[config.mk]
export PLATFORM = sky130hd
export DESIGN_NAME = lsbw_ctrl
export DESIGN_NICKNAME = d
export VERILOG_FILES = /design/src/sv/lsbw_pkg.sv /design/src/sv/lsbw_ctrl.sv
export SDC_FILE = /design/constraint.sdc
export NUM_CORES = 1
export LEC_CHECK = 0
export BUFFER_PORTS_ARGS = -buffer_cell sky130_fd_sc_hd__buf_2
export CAP_MARGIN = 20
export CORE_ASPECT_RATIO = 1.2
export CORE_MARGIN = 1.5
export CORE_UTILIZATION = 58
export DETAILED_ROUTE_END_ITERATION = 10
export GPL_ROUTABILITY_DRIVEN = 0
export PLACE_DENSITY = 0.95
export SLEW_MARGIN = 20
export SYNTH_ARGS = -nofsm -noshare
export SYNTH_HDL_FRONTEND = slang
export SYNTH_SLANG_ARGS = --single-unit
[constraint.sdc]
create_clock -name i_clk -period 3.91 [get_ports i_clk]
set_clock_uncertainty 0.05 [all_clocks]
set_input_delay 0.1955 -clock i_clk [delete_from_list [all_inputs] [get_ports i_clk]]
set_output_delay 0.1955 -clock i_clk [all_outputs]
set_load 0.02 [all_outputs]
[src/sv/lsbw_pkg.sv]
// Shared types and constants for the LED strip bit-plane writer.
package lsbw_pkg;

    localparam int WORD_W       = 16;
    localparam int STRIP_W      = 4;
    localparam int POS_W        = 6;
    localparam int COLOR_W      = 24;
    localparam int WADDR_W      = 11;
    localparam int BITS_PER_LED = 24;
    localparam int STEP_W       = 5;

    localparam logic OP_SET  = 1'b0;
    localparam logic OP_READ = 1'b1;

    typedef enum logic [2:0] {
        S_CLEAR,
        S_IDLE,
        S_RMW,
        S_RDREQ,
        S_READ
    } t_state;

    typedef struct packed {
        logic load;
        logic shift;
        logic we;
        logic re;
        logic clear;
        logic rd_zero;
        logic out_load;
    } t_seq_ctl;

endpackage

[src/sv/lsbw_ctrl.sv]
// Sequencer: clearing pass, read-modify-write walk over 24 words, word reads.
module lsbw_ctrl
    import lsbw_pkg::*;
#(
    parameter int LEDS_PER_STRIP = 64
) (
    input  logic                 i_clk,
    input  logic                 i_rst_n,
    input  logic                 i_valid,
    input  logic                 i_op,
    input  logic [POS_W-1:0]     i_pos,
    input  logic [WADDR_W-1:0]   i_waddr,
    input  logic                 i_out_free,
    output logic                 o_ready,
    output t_seq_ctl             o_ctl,
    output logic [$clog2(LEDS_PER_STRIP*BITS_PER_LED)-1:0] o_rd_addr,
    output logic [$clog2(LEDS_PER_STRIP*BITS_PER_LED)-1:0] o_wr_addr
);
    localparam int STORE_WORDS = LEDS_PER_STRIP * BITS_PER_LED;
    localparam int AW = $clog2(STORE_WORDS);
    localparam int CW = ((AW > WADDR_W) ? AW : WADDR_W) + 2;
    localparam logic [AW-1:0]     LAST_ADDR = AW'(STORE_WORDS - 1);
    localparam logic [STEP_W-1:0] STEP_LAST = STEP_W'(BITS_PER_LED);

    t_state            r_state, n_state;
    logic [STEP_W-1:0] r_step, n_step;
    logic [AW-1:0]     r_rd_addr, n_rd_addr;
    logic [AW-1:0]     r_wr_addr, n_wr_addr;
    logic              r_rd_zero, n_rd_zero;

    logic [CW-1:0] base_w;
    logic [CW-1:0] addr_w;
    logic          pos_ok;
    logic          addr_ok;
    logic          rmw_re;

    always_comb begin
        base_w  = (CW'(i_pos) << 4) + (CW'(i_pos) << 3);
        addr_w  = CW'(i_waddr);
        pos_ok  = CW'(i_pos) < CW'(LEDS_PER_STRIP);
        addr_ok = addr_w < CW'(STORE_WORDS);
        rmw_re  = r_step != STEP_LAST;
    end

    always_comb begin
        n_state   = r_state;
        n_step    = r_step;
        n_rd_addr = r_rd_addr;
        n_wr_addr = r_wr_addr;
        n_rd_zero = r_rd_zero;
        unique case (r_state)
            S_CLEAR: begin
                n_wr_addr = r_wr_addr + 1'b1;
                if (r_wr_addr == LAST_ADDR) begin
                    n_wr_addr = '0;
                    n_state   = S_IDLE;
                end
            end
            S_IDLE: begin
                if (i_valid) begin
                    if (i_op == OP_READ) begin
                        n_state   = S_RDREQ;
                        n_rd_zero = !addr_ok;
                        if (addr_ok) begin
                            n_rd_addr = addr_w[AW-1:0];
                        end
                    end else if (pos_ok) begin
                        // drop a pixel past the end of the strip
                        n_state   = S_RMW;
                        n_step    = '0;
                        n_rd_addr = base_w[AW-1:0];
                    end
                end
            end
            S_RMW: begin
                n_step = r_step + 1'b1;
                if (rmw_re) begin
                    n_rd_addr = r_rd_addr + 1'b1;
                    n_wr_addr = r_rd_addr;
                end
                if (r_step == STEP_LAST) begin
                    n_state = S_IDLE;
                end
            end
            S_RDREQ: begin
                n_state = S_READ;
            end
            S_READ: begin
                if (i_out_free) begin
                    n_state = S_IDLE;
                end
            end
            default: begin
                n_state = S_IDLE;
            end
        endcase
    end

    always_comb begin
        o_ready = 1'b0;
        o_ctl   = '0;
        o_ctl.rd_zero = r_rd_zero;
        unique case (r_state)
            S_CLEAR: begin
                o_ctl.clear = 1'b1;
                o_ctl.we    = 1'b1;
            end
            S_IDLE: begin
                o_ready    = 1'b1;
                o_ctl.load = i_valid && (i_op == OP_SET) && pos_ok;
            end
            S_RMW: begin
                // read word k while word k-1 is written back
                o_ctl.re    = rmw_re;
                o_ctl.we    = r_step != '0;
                o_ctl.shift = r_step != '0;
            end
            S_RDREQ: begin
                o_ctl.re = !r_rd_zero;
            end
            S_READ: begin
                // keep reading the same word while the output is held
                o_ctl.re       = !r_rd_zero;
                o_ctl.out_load = i_out_free;
            end
            default: begin
                o_ready = 1'b0;
            end
        endcase
    end

    always_ff @(posedge i_clk) begin
        if (!i_rst_n) begin
            r_state   <= S_CLEAR;
            r_step    <= '0;
            r_rd_addr <= '0;
            r_wr_addr <= '0;
            r_rd_zero <= 1'b0;
        end else begin
            r_state   <= n_state;
            r_step    <= n_step;
            r_rd_addr <= n_rd_addr;
            r_wr_addr <= n_wr_addr;
            r_rd_zero <= n_rd_zero;
        end
    end

    assign o_rd_addr = r_rd_addr;
    assign o_wr_addr = r_wr_addr;
endmodule

==> results.yml <==
floorplanning:
  io_pins: 52
  dieArea_um2: 4250
  core_area_um2: 3660
  die_y_um: 71.1
  initial_core_util: 0.613
  row_count: 24
  dieWidth_um: 59.8
setup_path:
  end_kind: "register"
  arrival_ps: 2400
  path_class: "register to register"
  worstPathCellList: "or3b_2 > o21ai_1 > inv_1 > a221oi_1 > nor2_1"
  crit_family: "simple AND/OR/NAND/NOR gates"
  critPathLaunchType: "register"
  crit_cells: 5
  cp_max_fo: 31
  crit_path_max_incr_delay_ps: 770
  cp_data_required_time_ps: 4030
  crit_buf_inv: 1
  crit_slowest_cell: "or3b_2"
  r2r_cells: 5
clock_network:
  cts_sinks: 31
  cts_root_buf: "clkbuf_8"
  cts_buffers: 5
  cts_setup_buffers: 0
  cts-resized-gates: 0
  ctsLongestPathBuffers: 2
  insertion_delay_ps: 290
  cts_tree: "yes"
  holdBufCountCts: 0
  htree_levels: 2
  clk_pin_slew_worst_paths_ps: 70
drt:
  viasPerCell: 6.26
  first_pass_iters: 4
  drc: 0
  wl_met3_um: 404
  wl_per_cell_um: 15.2
  drtIter0Drc: 165
  vias: 2417
  antenna_left: 0
  route.met2.wl_mm: 2.91
  met1_length_mm: 2.37
  top_layer: "met4"
  drt-total-wl_mm: 5.85
sta:
  min_period_ps: 2280
  finalHoldViolCount: 0
  worst_pin_slew_ps: 631
  finalMaxSlewViolations: 0
  setup_violations: 0
  maxSlewHeadroom: 0.579
  period_share: 0.584
  rsz0062_at_grt: "false"
  fmax_ghz: 0.438
  fin_setup_tns_ps: 0
hold_path:
  hold_class: "input pin to register"
  hold_depth: 3
outcome:
  run_status: "finished, final reports clean"
synth:
  synth_area_per_cell_um2: 7.69
  ys.flop_type: "dfxtp_1"
  synthesis.nets: 326
  syn_area_um2: 2240
  yosysSeqAreaShare: 0.276
  synth_top_area_share: 0.276
  synth-edff-count: 0
  ys_warn_count: 0
  synthesis.instances: 292
  synth_cell_type_count: 62
  synth_async_sr_flop_share: 0
  synth_area_leader_cell: "dfxtp_1"
  synth_commonest_cells: "dfxtp_1, nor2_1, nand2_1"
  synth-seq-cells: 31
  synth.area.top_cells: "dfxtp_1, ha_1, o21ai_0"
place:
  dpl.hpwl_mm: 4.11
  portBuffers: 51
final_layout:
  area_growth_pct: 13.4
  num_antenna_cells: 0
  multi_input_area_um2: 1470
  drive_gt1_frac: 0.225
  nets: 368
  fillerInstances: 320
  seqCellArea_um2: 621
global_route:
  grt_pass1_vias: 2261
  grt_pass1_wl_mm: 9.60
  grt_max_degree: 32
  track_usage: 0.288
  antenna_found_initial: 0
  overflow: 0
pwr:
  leakagePower_nw: 1.08
  power_uw: 901
  power_density_nw_per_um2: 354
  ir_worst_vdd_v: 0.000182
run:
  maxCapViolCount: 0
[flip-flops by register name, indices dropped and copies added, names as in the netlist]
| register | cells |
|---|---|
| o_rd_addr | 11 |
| r_state | 3 |
| r_step | 5 |
| o_wr_addr | 11 |
| r_rd_zero | 1 |
[power breakdown]
| group | switching, mW | internal [mW] | total (mW) | leakage, nW |
|---|---|---|---|---|
| combinational | 0.160 | 0.0995 | 0.259 | 0.786 |
| sequential | 0.0411 | 0.341 | 0.382 | 0.251 |
| clock | 0.122 | 0.138 | 0.260 | 0.0470 |
| total | 0.323 | 0.578 | 0.901 | 1.08 |
[worst min-delay path, stage by stage]
cell and delay [ps]:
buf_2 120, nand4_1 70, a21oi_1 60
[layout by cell type (no fill, tap or decap), drive strengths merged, types with 4 or more instances in the layout]
| cell | count |
|---|---|
| clkbuf | 6 |
| nor2 | 31 |
| nand4 | 8 |
| nor2b | 5 |
| buf | 52 |
| ha | 11 |
| o21ai | 29 |
| and2 | 5 |
| o221a | 4 |
| a21oi | 23 |
| nand2 | 26 |
| nor3 | 6 |
| dfxtp | 31 |
| a22oi | 5 |
| nand3 | 14 |
| nand3b | 4 |
| xor2 | 4 |
| inv | 12 |
| and3 | 8 |
[routing by layer]
layer | GRT usage | up-vias
met5 | 0 | -
met1 | 0.333 | 1116
li1 | - | 1155
met4 | 0.165 | 0
met2 | 0.483 | 127
met3 | 0.0530 | 19
[per-stage QoR]
stage / cells / util / worst slack, ps / hold WS (ps) / instance area, um2
floorplan: 292 / - / 1890 / 295 / 2240
global placement: 379 / 0.671 / 1790 / 441 / 2460
detailed placement: 379 / 0.671 / 1700 / 449 / 2460
CTS: 386 / 0.695 / 1650 / 148 / 2550
global route: 386 / 0.695 / 1480 / 153 / 2550
finish: 386 / 0.695 / 1630 / 154 / 2550
[final cells by class]
| cell class | instances | area share |
|---|---|---|
| inverter | 12 | 0.0177 |
| timing repair buffer | 52 | 0.103 |
| clock buffer | 6 | 0.0324 |
| sequential | 31 | 0.244 |
| clock inverter | 1 | 0.00197 |
| multi-input combinational | 232 | 0.575 |
| tap | 52 | 0.0256 |
[kinds of logic after synthesis]
logic type / after synthesis / share of synthesized area
AOI/OAI and AO/OA: 93 / 0.279
xor gates and xnor gates: 5 / 0.0195
adders and majority gates: 12 / 0.0702
buffers and inverters: 29 / 0.0708
DFF: 31 / 0.276
muxes: 3 / 0.0134
and+or+nand+nor: 119 / 0.270
[final timing paths]
kind,start,to,slack (ps)
worst max-delay path,r_state[1],o_wr_addr[1],1630
worst max register to register,r_state[1],o_wr_addr[1],1630
worst min register to register,r_rd_zero,r_rd_zero,470
worst min-delay path,i_waddr[9],r_rd_zero,150
No activity file was read; power rests on OpenSTA's default activity.
