$ cat src/sv/lsbw_pkg.sv
// Shared types and constants for the LED strip bit-plane writer.
package lsbw_pkg;

    localparam int WORD_W       = 16;
    localparam int STRIP_W      = 4;
    localparam int POS_W        = 6;
    localparam int COLOR_W      = 24;
    localparam int WADDR_W      = 11;
    localparam int BITS_PER_LED = 24;
    localparam int STEP_W       = 5;

    localparam logic OP_SET  = 1'b0;
    localparam logic OP_READ = 1'b1;

    typedef enum logic [2:0] {
        S_CLEAR,
        S_IDLE,
        S_RMW,
        S_RDREQ,
        S_READ
    } t_state;

    typedef struct packed {
        logic load;
        logic shift;
        logic we;
        logic re;
        logic clear;
        logic rd_zero;
        logic out_load;
    } t_seq_ctl;

endpackage

$ cat src/sv/lsbw_merge.sv
// Bit-serial colour shifter and strip-mask merge into the store word.
module lsbw_merge
    import lsbw_pkg::*;
(
    input  logic               i_clk,
    input  t_seq_ctl           i_ctl,
    input  logic [STRIP_W-1:0] i_strip,
    input  logic [COLOR_W-1:0] i_color,
    input  logic [WORD_W-1:0]  i_rdata,
    output logic [WORD_W-1:0]  o_wdata
);
    logic [COLOR_W-1:0] r_bits;
    logic [COLOR_W-1:0] n_bits;
    logic [WORD_W-1:0]  r_mask;
    logic [WORD_W-1:0]  n_mask;

    always_comb begin
        n_bits = r_bits;
        n_mask = r_mask;
        if (i_ctl.load) begin
            // green first, then red, then blue, each MSB first
            n_bits = {i_color[15:8], i_color[23:16], i_color[7:0]};
            n_mask = {{(WORD_W-1){1'b0}}, 1'b1} << i_strip;
        end else if (i_ctl.shift) begin
            n_bits = {r_bits[COLOR_W-2:0], 1'b0};
        end
    end

    always_ff @(posedge i_clk) begin
        r_bits <= n_bits;
        r_mask <= n_mask;
    end

    always_comb begin
        if (i_ctl.clear) begin
            o_wdata = '0;
        end else begin
            o_wdata = (i_rdata & ~r_mask) | (r_bits[COLOR_W-1] ? r_mask : '0);
        end
    end
endmodule

$ cat config.mk
export PLATFORM = sky130hd
export DESIGN_NAME = lsbw_merge
export DESIGN_NICKNAME = d
export VERILOG_FILES = /design/src/sv/lsbw_pkg.sv /design/src/sv/lsbw_merge.sv
export SDC_FILE = /design/constraint.sdc
export NUM_CORES = 1
export LEC_CHECK = 0
export ABC_AREA = 1
export BUFFER_PORTS_ARGS = -buffer_cell sky130_fd_sc_hd__buf_2
export CORE_MARGIN = 3
export CORE_UTILIZATION = 49
export DETAILED_ROUTE_END_ITERATION = 8
export PLACE_DENSITY = 0.78
export SYNTH_ARGS = -nofsm -noshare
export SYNTH_HDL_FRONTEND = slang
export SYNTH_SLANG_ARGS = --single-unit
$ cat constraint.sdc
create_clock -name i_clk -period 1.5 [get_ports i_clk]
set_input_delay 0.225 -clock i_clk [delete_from_list [all_inputs] [get_ports i_clk]]
set_output_delay 0.225 -clock i_clk [all_outputs]
set_load 0.05 [all_outputs]
==> flow_summary.yaml, run 1 <==
critical_path:
  rr_endpoint: "r_bits[16]"
  endpoint_kind: "output pin"
  crit_chain: "inv_4, nand2_1, nand2_1, nor2_1, buf_2"
  path_class: "reg2out"
  crit_top_cell: "nand2_1"
  path_max_fanout: 16
  crit_slowest_cell: "edfxtp_1"
  required_ns: 1.27
  startpoint: "r_bits[23]"
  regToRegSetupSlack_ns: 0.74
  reg2regPathDepth: 2
  crit_arrival_ns: 1.24
  reg2reg_from: "r_bits[15]"
  cp-start-kind: "flip-flop"
  critical_path.max_stage_delay_ns: 0.42
floorplan:
  start_util_pct: 52.1
  rows: 22
  ios: 68
  core_um2: 3770
  dieWidth_um: 69.3
  die-area_um2: 4800
  die_y_um: 69.3
detailed_routing:
  ant_nets: 0
  routedWlPerCell_um: 10.6
  drc: 0
  wl_mm: 3.46
  drt-initial-drc-count: 64
  dr.pass1.iters: 4
  vias_per_cell: 4.65
  vias: 1520
timing:
  max_freq_mhz: 684
  slew_headroom_pct: 63.1
  period_minus_slack_ns: 1.46
  setup_viol_count_final: 0
  setup_ws_ns: 0.0379
  fin_worst_skew_ns: 0.00331
  rsz0062_at_grt: "yes"
  tightest_slew_ns: 0.553
  report.final.hold_viol_count: 0
  maxSlewViolCount: 0
  fin_crit_sh_pct: 97.5
layout:
  final_cell_area_um2: 2380
  areaGrowthSynthToFinish_pct: 21.0
  nFillCells: 330
  multi_input_area_um2: 634
  regArea_um2: 1200
  fin_util_pct: 63.0
  nets: 330
  layout-drive-gt1-share_pct: 30.5
  diodes: 0
synthesis:
  synthDistinctLibCells: 13
  synth.top_cells.by_count: "92 x nand2_1, 48 x nor2_1, 40 x edfxtp_1, 10 x nand2_2, 8 x nand3_1"
  synth-async-reset-ratio_pct: 0
  synthesis.nets: 267
  yosysMostFrequentCell: "nand2_1"
  synth_area_leaders: "edfxtp_1 61%, nand2_1 18%, nor2_1 9.2%"
  yosysTopAreaCellShare_pct: 61.1
  synth.largest_area_cell: "edfxtp_1"
  synth_area_per_cell_um2: 9.14
  synth_warnings: 0
  ys_seq_area_share_pct: 61.1
  synth_area_um2: 1960
  ys_ff_latch: 40
  synth_edf_count: 40
  synth_ff_type: "edfxtp_1"
  netlist_instances: 215
grt:
  grt_pass1_wl_mm: 5.99
  track_usage_pct: 15.6
  grt_use_met1_pct: 18.9
  top_usage_layer: "met2"
  grtUsageMet3_pct: 5.80
  antenna_found_initial: 0
  grt_pass1_vias: 1435
  grt_util_met2_pct: 25.5
  grt.overflow.total: 0
  grt_max_degree: 42
placed_design:
  preCtsSetupSlack_ns: 0.266
  hpwl_mm: 2.52
  dpl_cell_area_um2: 2270
  place.gp.congestion: 0.758
  port_buffers: 63
worst_hold_path:
  hp-start: "i_color[0]"
  hold_class: "in2reg"
  holdPathStages: 3
  min_to: "r_bits[0]"
power:
  p_per_area_nw_per_um2: 1050
  p_leak_nw: 1.17
  ir_worst_vdd_mv: 0.647
  power_w: 0.00249
cts:
  cts_max_level: 2
  cts.sinks: 40
  numCtsBuffers: 5
  clk_pin_slew_ns: 0.07
  tritoncts: "built"
  cts_buffer_depth: 2
  clock_tree.root_cell: "clkbuf_8"
  clock_latency_ns: 0.29
job:
  cap_violations: 0
outcome:
  status: "complete, no violations"
==> per-layer routing <==
layer  share of wire, %  vias up
li1                   -      806
met1                 44      670
met2                 49       39
met3                5.9        5
met4                1.1        0
met5                  0        -
==> placed cells by master (no fill, tap or decap) <==
| cell type | count |
|---|---|
| inv_2 | 1 |
| edfxtp_1 | 40 |
| inv_8 | 1 |
| inv_1 | 5 |
| inv_4 | 1 |
| clkinv_2 | 2 |
| nor2_1 | 48 |
| nand2_2 | 10 |
| clkbuf_8 | 5 |
| buf_12 | 1 |
| or2_2 | 1 |
| buf_4 | 1 |
| clkbuf_4 | 8 |
| clkinv_1 | 1 |
| buf_2 | 54 |
| nand2_1 | 92 |
| nand3_1 | 8 |
==> cell families after synthesis <==
kind of cell,Yosys count,share of synthesized area [%]
buffers and inverters,16,6.56
DFF,40,61.1
and+or+nand+nor,159,32.3
==> area by class of cell <==
class,count,share of cell area [%]
clock buffers,5,2.90
clock inverters,3,0.579
inverters,8,1.69
multi-input cells,159,26.7
flip-flops and latches,40,50.6
well taps,48,2.53
repair buffers,64,15.1
==> registers in the layout, indices dropped and copies added (netlist names) <==
register	count
r_bits	24
r_mask	16
==> repair_timing <==
| action | 4_1_cts | 5_1_grt |
|---|---|---|
| endpoints found under the setup margin | 1 | 16 |
| resized for setup | 1 | 10 |
| setup buffers | 0 | 0 |
| gates cloned | 0 | 0 |
| hold buffers | 0 | 0 |
==> per-stage QoR <==
step	instances	hold slack [ns]	TNS (ns)
floorplan	215	0.337	0
global placement	319	0.482	0
detailed placement	319	0.490	0
CTS	327	0.184	0
global route	327	0.193	-0.387
finish	327	0.193	0
==> how the worst max path moves through the flow <==
stage,endpoint,slack (ns),depth (start not counted)
after floorplan,o_wdata[10],0.03,5
after global placement,r_bits[5],0.27,2
after detailed placement,r_bits[1],0.27,2
after CTS,o_wdata[4],0.04,5
after global routing,o_wdata[7],-0.05,5
final,o_wdata[2],0.04,5
==> worst max-delay path, delay by kind of cell, from the launching register on <==
| kind | cells | cell delay (ns) |
|---|---|---|
| simple gates | 3 | 0.17 |
| buf+inv | 2 | 0.36 |
| flops | 1 | 0.42 |
==> power by group <==
part           switching (W)  total [W]  internal [W]  leakage, nW
combinational       0.000299   0.000445      0.000146        0.723
sequential         0.0000388    0.00138       0.00134        0.404
clock               0.000344   0.000660      0.000315       0.0453
total               0.000682    0.00249       0.00181         1.17
Power figures use the tool's default switching activity.
==> run 2, diff against run 1 <==
Settings changed: ABC_AREA 1 to unset, CORE_MARGIN 3 to unset, CORE_UTILIZATION 49 to 38, PLACE_DENSITY 0.78 to unset.
==> run 2 against run 1 <==
Net effect: cell area increased by 7.7%; setup slack worse by 0.037 ns; global-route usage is 2.3 points lower; combinational power rose by 23%; sequential share of layout area decreased by 3.6 points; core utilization shrank 9.9 points; clock skew barely moved; via count fell by 21%; largest cell class unchanged.
==> flow_summary.yaml, run 2 <==
outcome:
  status: "complete, no violations"
critical_path:
  crit_slowest_cell: "edfxtp_1"
  endpoint_kind: "output pin"
  critical_path.max_stage_delay_ns: 0.42
  cp-start-kind: "flip-flop"
  required_ns: 1.27
  path_class: "reg2out"
  crit_arrival_ns: 1.27
  crit_chain: "buf_12, mux2i_1, nor2_2, buf_6"
  path_max_fanout: 16
synthesis:
  synthesis.nets: 177
  ys_seq_area_share_pct: 62.2
  synth_ff_type: "edfxtp_1"
  synth-async-reset-ratio_pct: 0
  netlist_instances: 125
  yosysTopAreaCellShare_pct: 62.2
  synthDistinctLibCells: 16
  synth.top_cells.by_count: "40 x edfxtp_1, 25 x nor2_1, 18 x mux2_4, 16 x mux2i_1, 6 x nor3_1"
  synth_area_um2: 1930
  yosysMostFrequentCell: "edfxtp_1"
  synth_area_leaders: "edfxtp_1 62%, mux2_4 14%, mux2i_1 8.3%"
  synth.largest_area_cell: "edfxtp_1"
  synth_edf_count: 40
  ys_ff_latch: 40
  synth_warnings: 0
  synth_area_per_cell_um2: 15.5
placed_design:
  port_buffers: 63
  dp.cells: 252
  place.gp.congestion: 0.800
  hpwl_mm: 2.32
grt:
  grt_max_degree: 25
  grt_pass1_vias: 1190
  grt_pass1_wl_mm: 5.20
  track_usage_pct: 13.3
  grt.overflow.total: 0
  antenna_found_initial: 0
layout:
  nFillCells: 454
  top_register: "r_bits"
  instances_no_fill: 261
  layout-drive-gt1-share_pct: 56.7
  final_cell_mix: "47 x buf_2, 40 x edfxtp_1, 18 x mux2_4"
  fin_util_pct: 53.1
  layout_commonest_cell: "buf_2"
  nets: 245
  diodes: 0
  areaGrowthSynthToFinish_pct: 32.5
  largest_register_ffs: 24
  largest_registers: "r_bits (24), r_mask (16)"
detailed_routing:
  ant_nets: 0
  routedWlPerCell_um: 12.7
  drt-initial-drc-count: 118
  wl_mm: 3.31
  vias_per_cell: 4.61
  vias: 1204
  dr.pass1.iters: 4
  drc: 0
timing:
  period_minus_slack_ns: 1.50
  report.final.hold_viol_count: 0
  setup_viol_count_final: 0
  maxSlewViolCount: 0
  max_freq_mhz: 667
  tightest_slew_ns: 0.530
  fin_crit_sh_pct: 99.9
  fin_worst_skew_ns: 0.00349
  rsz0062_at_grt: "yes"
  slew_headroom_pct: 64.7
floorplan:
  die-area_um2: 5370
  dieWidth_um: 73.3
  die_y_um: 73.3
  rows: 25
  start_util_pct: 40.1
  ios: 68
  core_um2: 4820
cts:
  tritoncts: "built"
  cts_buffer_depth: 2
  numCtsBuffers: 5
  clock_tree.root_cell: "clkbuf_8"
  clk_pin_slew_ns: 0.07
  cts.sinks: 40
  clock_latency_ns: 0.28
  cts_max_level: 2
  ctsHoldBuffers: 0
power:
  ir_worst_vdd_mv: 0.699
  p_per_area_nw_per_um2: 1080
  p_leak_nw: 1.09
job:
  cap_violations: 0
worst_hold_path:
  hold_class: "in2reg"
==> run 2: logic make-up (layout without fill, tap and decap cells) <==
kind of cell | Yosys count | in the layout | synth area share [%]
simple gates | 40 | 40 | 9.07
buf+inv | 6 | 75 | 3.56
flops | 40 | 40 | 62.2
mux | 39 | 39 | 25.2
==> run 2: area by class of cell <==
class / count / area [um2] / share of cell area, %
Clock inverter: 3 / 37.5 / 1.47
Multi-Input combinational cell: 79 / 698 / 27.3
Sequential cell: 40 / 1200 / 46.9
Timing Repair Buffer: 67 / 470 / 18.4
Tap cell: 67 / 83.8 / 3.27
Clock buffer: 5 / 68.8 / 2.69
==> run 2: per-layer routing <==
| metal | vias to the layer above | part of all wire, % | track usage [%] |
|---|---|---|---|
| met1 | 552 | 41 | 15.3 |
| met4 | 0 | 1.1 | 5.13 |
| li1 | 594 | - | - |
| met3 | 5 | 8.0 | 4.66 |
| met5 | - | 0 | 0 |
| met2 | 53 | 50 | 22.6 |
==> run 2: where the power goes <==
group          internal (W)  switching [W]
Sequential          0.00135      0.0000350
Clock              0.000484       0.000348
Combinational      0.000261       0.000285
==> run 2: repair_timing <==
| item | in CTS | in global routing |
|---|---|---|
| setup endpoints to repair | 16 | 16 |
| buffers inserted | 1 | 0 |
| pin swaps | 0 | 0 |
| gates resized for setup | 30 | 5 |
==> run 2: final timing paths <==
path              slack (ns)  startpoint  cells past startpoint    endpoint
setup / recovery       0.001  r_bits[23]                      4  o_wdata[8]
hold / removal          0.22  i_color[0]                      2   r_bits[0]
setup reg to reg        0.60  r_bits[16]                      1  r_bits[17]
hold reg to reg         0.55   r_bits[1]                      1   r_bits[2]
==> run 2: critical path, delay by kind of cell, from the launching register on <==
family	cells	cell delay, ns
simple gates	1	0.06
mux	1	0.17
flops	1	0.42
buf+inv	2	0.33
==> run 2: per-stage QoR <==
step / instance area (um2) / TNS [ns] / hold WS (ns) / total power [W] / setup slack (ns)
2_1_floorplan: 1960 / 0 / 0.337 / 0.00175 / 0.126
3_3_place_gp: 2320 / 0 / 0.511 / 0.00187 / 0.111
3_5_place_dp: 2320 / 0 / 0.516 / 0.00188 / 0.0441
4_1_cts: 2540 / -0.0120 / 0.206 / 0.00280 / -0.00759
5_1_grt: 2560 / -0.737 / 0.219 / 0.00288 / -0.0615
6_report: 2560 / 0 / 0.218 / 0.00276 / 0.00132
